**src/hw/rtl/tccs_pkg.sv**
```systemverilog
// Shared types and constants for the text console cursor/scroll core.
// Used by tccs_ctrl, tccs_dp and text_console_cursor_scroll_core.
`default_nettype none

package tccs_pkg;

  // Stream payload widths
  localparam int IN_W   = 32;
  localparam int USER_W = 2;
  localparam int OUT_W  = 32;
  localparam int POS_W  = 11;
  localparam int CELL_W = 16;
  localparam int CH_W   = 8;
  localparam int ATTR_W = 8;

  // Character codes
  localparam logic [CH_W-1:0] CH_BS    = 8'h08;
  localparam logic [CH_W-1:0] CH_TAB   = 8'h09;
  localparam logic [CH_W-1:0] CH_LF    = 8'h0A;
  localparam logic [CH_W-1:0] CH_CR    = 8'h0D;
  localparam logic [CH_W-1:0] CH_SPACE = 8'h20;
  localparam logic [CH_W-1:0] CH_TILDE = 8'h7E;

  localparam logic [CELL_W-1:0] BLANK_CELL       = 16'h0020;
  localparam logic [ATTR_W-1:0] DEFAULT_ATTR_RST = 8'h07;

  typedef enum logic [USER_W-1:0] {
    KIND_PUT_CHAR = 2'd0,
    KIND_PUT_AT   = 2'd1,
    KIND_CLEAR    = 2'd2,
    KIND_READ     = 2'd3
  } kind_e;

  typedef enum logic [2:0] {
    ST_INIT,
    ST_IDLE,
    ST_EXEC,
    ST_CLEAR,
    ST_SCROLL,
    ST_DONE
  } state_e;

  typedef struct packed {
    logic load_item;
    logic exec;
    logic clear_step;
    logic scroll_step;
    logic out_load;
  } dp_cmd_t;

  typedef struct packed {
    kind_e kind;
    logic  scroll_req;
    logic  sweep_last;
    logic  out_free;
  } dp_sts_t;

endpackage : tccs_pkg

`default_nettype wire

```
**src/hw/rtl/tccs_ctrl.sv**
```systemverilog
// Sequencer for the console core: accepts a request, runs it, sweeps the
// cell store on clear/scroll/reset and hands the response over.
// Depends on tccs_pkg.
`default_nettype none

module tccs_ctrl (
  input  wire logic             clk_i,
  input  wire logic             rst_ni,
  input  wire logic             s_valid_i,
  output logic                  s_ready_o,
  input  tccs_pkg::dp_sts_t     sts_i,
  output tccs_pkg::dp_cmd_t     cmd_o
);
  import tccs_pkg::*;

  state_e state_q, state_d;

  always_ff @(posedge clk_i or negedge rst_ni) begin
    if (!rst_ni) begin
      state_q <= ST_INIT;
    end else begin
      state_q <= state_d;
    end
  end

  always_comb begin
    state_d   = state_q;
    cmd_o     = '0;
    s_ready_o = 1'b0;
    case (state_q)
      ST_INIT: begin
        cmd_o.clear_step = 1'b1;
        if (sts_i.sweep_last) state_d = ST_IDLE;
      end
      ST_IDLE: begin
        s_ready_o = 1'b1;
        if (s_valid_i) begin
          cmd_o.load_item = 1'b1;
          state_d         = ST_EXEC;
        end
      end
      ST_EXEC: begin
        cmd_o.exec = 1'b1;
        case (sts_i.kind)
          KIND_PUT_CHAR: state_d = sts_i.scroll_req ? ST_SCROLL : ST_DONE;
          KIND_CLEAR:    state_d = ST_CLEAR;
          default:       state_d = ST_DONE;
        endcase
      end
      ST_CLEAR: begin
        cmd_o.clear_step = 1'b1;
        if (sts_i.sweep_last) state_d = ST_DONE;
      end
      ST_SCROLL: begin
        cmd_o.scroll_step = 1'b1;
        if (sts_i.sweep_last) state_d = ST_DONE;
      end
      ST_DONE: begin
        if (sts_i.out_free) begin
          cmd_o.out_load = 1'b1;
          state_d        = ST_IDLE;
        end
      end
      default: state_d = ST_INIT;
    endcase
  end

endmodule : tccs_ctrl

`default_nettype wire

```
**config.mk**
```make
export PLATFORM = sky130hd
export DESIGN_NAME = tccs_ctrl
export DESIGN_NICKNAME = d
export VERILOG_FILES = /design/src/hw/rtl/tccs_pkg.sv /design/src/hw/rtl/tccs_ctrl.sv
export SDC_FILE = /design/constraint.sdc
export NUM_CORES = 1
export LEC_CHECK = 0
export BUFFER_PORTS_ARGS = -buffer_cell sky130_fd_sc_hd__clkbuf_2
export CORE_AREA = 3 3 40 42
export DETAILED_ROUTE_END_ITERATION = 10
export DIE_AREA = 0 0 43 45
export HOLD_SLACK_MARGIN = 0.08
export PLACE_DENSITY = 0.46
export SYNTH_ARGS = -nofsm -noshare
export SYNTH_HDL_FRONTEND = slang
export SYNTH_SLANG_ARGS = --single-unit
```
**constraint.sdc**
```tcl
create_clock -name clk_i -period 2.1 [get_ports clk_i]
set_input_delay 0.42 -clock clk_i [delete_from_list [all_inputs] [get_ports clk_i]]
set_output_delay 0.42 -clock clk_i [all_outputs]
set_load 0.005 [all_outputs]
```
==> key figures, run 1 <==
STA
  – Worst hold slack: 0.446 ns
  – Fin crit period: 1.76 ns
  – Final Setup Violations: 0
  – Period utilization: 0.836
  – Clk_skew: about 0.005 ns
  – Max-slew violations: 0
  – Setup TNS: 0 ns
  – Slew @ Worst Pin: 0.367 ns
  – Max Freq: 570 MHz
  – Max_slew headroom: 0.755
  – Fin. Hold Viols: 0
  – RSZ-0062 raised after global routing: no

Logic synthesis
  – Yosys top cell area share: 0.276
  – Synth warn: 0
  – Synth Cell Area: between 200 and 300 sq um
  – Count of distinct cell types in the synthesized netlist: 22
  – Async SR Flop Fraction: 1.00
  – Syn_area_per_cell: 9.70 sq um
  – Post-synth EDFFs: 0
  – Synth cell count leaders: dfrtp_1, nor2_1, o211ai_1, o21ai_0
  – Yosys reg bits: 3
  – Dominant synthesized flop cell: dfrtp_1
  – Ranking of synthesized cells by area: dfrtp_1, o41ai_2, o211ai_1, o221ai_2, nand2b_4
  – Seq/Total Area, Yosys: 0.276
  – Post-Syn Nets: 36
  – Post-Synthesis Cells: 28
  – Synth area leader: dfrtp_1

Worst setup path
  – Crit path required time: 1.68 ns
  – Setup crit end kind: output port
  – Crit path kind: flop to output port
  – R2R Setup Slk: about 0.94 ns
  – Worst-path maximum fanout: 11
  – Slowest CP cell: dfrtp_1
  – CP Launch Type: flop
  – Cell Chain, Critical Path: nor3b_2 -> and2_4 -> clkbuf_2
  – Critical path's largest stage delay: 0.55 ns
  – Reg2reg path depth: 3
  – Worst EP arrival: 1.34 ns

Floorplanning
  – Die width: 43 um
  – Initial Util: 0.211
  – IO Pins: 14
  – Core area: between 0.001 and 0.0015 sq mm
  – # rows: 13
  – Die height: 45 um
  – Die Area: 0.00194 sq mm

Clock network
  – Hold_buf cts: 1
  – Post-CTS Setup Repair Bufs: 0
  – H-tree levels: 1
  – Clock Path Buffers: 2
  – Num CTS Buffers: 3
  – CTS root buffer: clkbuf_4
  – CTS tree: yes
  – Clock tree sinks: 3
  – Latest clock arrival within the worst-skew pair: 0.23 ns
  – Post-CTS sizing: 0
  – Worst-path clk slew: ~0.04 ns

Global routing
  – Initial antenna violation count: 0
  – First-pass GRT wire length: just over 1000 um
  – Vias in the first global route: 255
  – Gr usage total: 0.0683
  – Largest net degree at the start of global routing: 12
  – Gr ovfl total: 0

Detailed routing
  – Vias per cell: 4.29
  – DRC viols: 0
  – Wl on met1: 255 um
  – Vias: 253
  – Top routing layer used: met3
  – Antenna Violating Nets Remaining: 0
  – Met3 wire len: 33 um
  – Iteration-0 DRC Markers: 6
  – DR WL met2: roughly 320 um
  – DR pass1 iterations: 2
  – Wirelength, routed: 611 um
  – Post-DR wirelength/cell: 10.4 um

Place
  – Hpwl dp: roughly 480 um
  – Placed insts: 54
  – Dpl cell area: 337 sq um
  – Port Buffer Count: 13
  – Routability cong.: 0.659

Finish
  – Final nets: 53
  – Area delta synth->final: 37.3%
  – Most flops, register: state_q
  – Ant diodes: 0
  – Largest registers: state_q x3
  – Non-Filler Instances: 59
  – Design area: ~370 sq um
  – Share of cells above drive strength 1: 0.523
  – Max reg flops: 3

Min path
  – Hold path depth: 2
  – Hold WC Path Type: primary input to flop

Run
  – Number of max-cap violations: 0

Power
  – Power Total: 520 uW
  – Power per cell area: 1390 mW/mm^2
  – Leak: 0.000174 uW
  – Peak supply drop: 0.315 mV

Status
  – Status: finished, final reports clean
critical path, delay by kind of cell, from the launching register on:
| kind | cells | cell delay (ns) |
|---|---|---|
| buffers and inverters | 1 | 0.10 |
| flip-flops | 1 | 0.55 |
| AND/OR/NAND/NOR | 2 | 0.45 |
cells in the final DEF (no fill, tap or decap), types with 2 or more instances in the layout:
cell | Yosys | final
o21ai_0 | 2 | 2
clkbuf_4 | 0 | 3
o211ai_1 | 2 | 2
dfrtp_1 | 3 | 3
nor2_1 | 3 | 3
clkbuf_2 | 0 | 13
stage by stage:
| stage | worst slack, ns | util |
|---|---|---|
| after CTS | 0.332 | 0.290 |
| after detailed placement | 0.571 | 0.262 |
| after floorplan | 0.811 | - |
| final | 0.344 | 0.290 |
| after global placement | 0.549 | 0.262 |
| after global routing | 0.270 | 0.290 |
per-layer routing:
layer,GRT usage,vias up
met3,0.0159,0
met4,0.0542,0
met1,0.0821,115
met5,0,-
li1,-,132
met2,0.105,6
report_power, final:
| part | switching, uW | internal, uW |
|---|---|---|
| logic | 106 | 149 |
| registers | 75.8 | 86.0 |
| clock network | 31.3 | 71.3 |
logic make-up after synthesis:
| family | Yosys count | share of synthesized area |
|---|---|---|
| DFF | 3 | 0.276 |
| buffers and inverters | 3 | 0.0829 |
| xor gates and xnor gates | 1 | 0.0323 |
| and+or+nand+nor | 12 | 0.323 |
| AOI/OAI and AO/OA | 9 | 0.286 |
worst paths after layout:
path | start | end
worst max-delay path | state_q[0] | cmd_o[4]
worst min-delay path | sts_i[0] | state_q[2]
worst max register to register | state_q[0] | state_q[0]
worst min register to register | state_q[2] | state_q[1]
max in group asynchronous | rst_ni | state_q[2]
min in group asynchronous | rst_ni | state_q[0]
cell type report:
| class | count | area [sq um] |
|---|---|---|
| inverter | 1 | 3.75 |
| fill | 150 | 912 |
| tap | 15 | 18.8 |
| multi-input combinational | 22 | 174 |
| timing repair buffer | 14 | 75.1 |
| clock buffer | 4 | 26.3 |
| sequential | 3 | 75.1 |
No activity file was read; power rests on OpenSTA's default activity.
==> inputs of run 2 (changes only) <==
--- a/config.mk
+++ b/config.mk
@@ -5,12 +5,13 @@
 export SDC_FILE = /design/constraint.sdc
 export NUM_CORES = 1
 export LEC_CHECK = 0
+export ABC_AREA = 1
 export BUFFER_PORTS_ARGS = -buffer_cell sky130_fd_sc_hd__clkbuf_2
 export CORE_AREA = 3 3 40 42
 export DETAILED_ROUTE_END_ITERATION = 10
 export DIE_AREA = 0 0 43 45
 export HOLD_SLACK_MARGIN = 0.08
-export PLACE_DENSITY = 0.46
+export PLACE_DENSITY = 0.52
 export SYNTH_ARGS = -nofsm -noshare
 export SYNTH_HDL_FRONTEND = slang
 export SYNTH_SLANG_ARGS = --single-unit
==> constraint.sdc (replaced) <==
create_clock -name clk_i -period 1.5 [get_ports clk_i]
set_input_delay 0.3 -clock clk_i [delete_from_list [all_inputs] [get_ports clk_i]]
set_output_delay 0.3 -clock clk_i [all_outputs]
set_load 0.005 [all_outputs]
==> key figures, run 2 <==
Global routing
  – First-pass GRT wire length: approximately 1300 um
  – Vias in the first global route: 339
  – Largest net degree at the start of global routing: 11
  – Gr ovfl total: 0
  – Initial antenna violation count: 0
  – Gr usage total: 0.0917

Logic synthesis
  – Yosys reg bits: 3
  – Synth warn: 0
  – Ranking of synthesized cells by area: nand2_1, dfrtp_1, nand3_1, inv_1, nor2_1
  – Post-synth EDFFs: 0
  – Async SR Flop Fraction: 1.00
  – Synth area leader: nand2_1
  – Seq/Total Area, Yosys: 0.231
  – Post-Syn Nets: 68
  – Post-Synthesis Cells: 60
  – Yosys top cell area share: 0.265
  – Most numerous cell in the Yosys netlist: nand2_1
  – Dominant synthesized flop cell: dfrtp_1
  – Syn_area_per_cell: 5.42 sq um
  – Synth cell count leaders: nand2_1, inv_1, nand3_1
  – Synth Cell Area: ~330 sq um
  – Count of distinct cell types in the synthesized netlist: 14

Clock network
  – Latest clock arrival within the worst-skew pair: 0.24 ns
  – Worst-path clk slew: 0.04 ns
  – Clock tree sinks: 3
  – CTS tree: yes
  – H-tree levels: 1
  – Post-CTS Setup Repair Bufs: 0
  – Clock Path Buffers: 2
  – CTS root buffer: clkbuf_4
  – Num CTS Buffers: 3

Worst setup path
  – R2R Setup Slk: 0.38 ns
  – Worst setup path start: state_q[0]
  – Worst EP arrival: 1.14 ns
  – Reg2reg path depth: 7
  – Crit path required time: 1.20 ns
  – Crit path kind: flop to output port
  – Setup crit end kind: output port
  – Worst-path maximum fanout: 10
  – R2r startpoint: state_q[0]
  – CP Launch Type: flop
  – Reg2reg end: state_q[1]

STA
  – RSZ-0062 raised after global routing: yes
  – Max_slew headroom: 0.870
  – Slew @ Worst Pin: 0.195 ns
  – Clk_skew: ~0.008 ns
  – Setup TNS: 0 ns
  – Max Freq: 694 MHz
  – Fin. Hold Viols: 0
  – Period utilization: 0.961
  – Max-slew violations: 0
  – Final Setup Violations: 0
  – Final WS setup: 0.0592 ns
  – Fin crit period: 1.44 ns

Power
  – Leak: between 0.0002 and 0.0003 uW
  – Power Total: 908 uW
  – Peak supply drop: roughly 0.59 mV
  – Power per cell area: 1990 mW/mm^2

Finish
  – Max reg flops: 3
  – Flip-flop and latch area: 77.6 sq um
  – FILL cells: approximately 150
  – Final design utilization: 0.355
  – Ant diodes: 0
  – Area delta synth->final: 40.4%
  – Final nets: between 80 and 90
  – Share of cells above drive strength 1: 0.359
  – Most flops, register: state_q
  – Design area: 457 sq um
  – Largest registers: state_q x3
  – Commonest non-fill, non-tap cell in the layout: nand2_1
  – Multi-input logic area: 210 sq um
  – Leading cell types in the layout, fill and taps excluded: nand2_1, clkbuf_2, inv_1

Floorplanning
  – Die width: 43 um
  – Initial Util: 0.253
  – IO Pins: 14
  – # rows: 13
  – Core area: 0.00128 sq mm
  – Die Area: 0.00194 sq mm
  – Die height: 45 um

Run
  – Number of max-cap violations: 0

Detailed routing
  – Post-DR wirelength/cell: roughly 9 um
  – Antenna Violating Nets Remaining: 0
  – Vias: 414
  – Iteration-0 DRC Markers: 11
  – DR pass1 iterations: 4
  – Wirelength, routed: 849 um
  – Vias per cell: between 4 and 5
  – DRC viols: 0

Place
  – Dpl cell area: 409 sq um
  – Port Buffer Count: 13
  – Dpl ws: 0.272 ns
  – Routability cong.: 0.735
  – Hpwl dp: 669 um

Status
  – Status: finished, final reports clean

Min path
  – Hold WC Path Type: primary input to async pin
-- run 2: critical path: stages (launching register included) --
cell,delay [ns]
dfrtp_2,0.47
nor2_1,0.18
nand2_1,0.09
inv_1,0.06
clkbuf_2,0.10
-- run 2: timing repair --
action / 4_1_cts / 5_1_grt
gates resized for setup: 0 / 4
setup endpoints to repair: 0 / 5
hold buffers: 1 / 0
hold endpoints to repair: 3 / 0
-- run 2: cell type report --
class                           instances  share of cell area
Clock buffer                            4              0.0575
Inverter                               11              0.0904
Multi-Input combinational cell         45               0.460
Sequential cell                         3               0.170
Tap cell                               15              0.0411
Timing Repair Buffer                   15               0.181
-- run 2: how the worst max path moves through the flow --
| stage | endpoint | slack, ns | cells after the start |
|---|---|---|---|
| 2_1_floorplan | cmd_o[2] | 0.44 | 4 |
| 3_3_place_gp | cmd_o[2] | 0.27 | 4 |
| 3_5_place_dp | cmd_o[2] | 0.27 | 4 |
| 4_1_cts | cmd_o[2] | 0.01 | 4 |
| 5_1_grt | cmd_o[1] | -0.01 | 4 |
| 6_report | cmd_o[1] | 0.06 | 4 |
-- run 2: cell families after synthesis --
| logic type | after synthesis | synth area share |
|---|---|---|
| simple gates | 42 | 0.573 |
| buf+inv | 12 | 0.150 |
| flops | 3 | 0.231 |
| compound gates | 3 | 0.0461 |
-- run 2: routing by layer --
metal	wire, um	track usage	vias to the layer above	part of all wire
met5	0	0	-	0
met1	359	0.104	181	0.42
met2	427	0.153	14	0.50
met3	55	0.0159	2	0.065
met4	8	0.0723	0	0.0094
li1	-	-	217	-
-- run 2: report_power, final --
group          internal, uW  switching (uW)  total (uW)
clock                   100            47.4         147
sequential              126            71.5         197
combinational           223             340         563
total                   449             459         908
-- run 2: per-stage QoR --
stage	instances	hold slack, ns
6_report	93	0.387
4_1_cts	93	0.392
3_3_place_gp	88	0.104
5_1_grt	93	0.391
3_5_place_dp	88	0.103
2_1_floorplan	60	0.00441
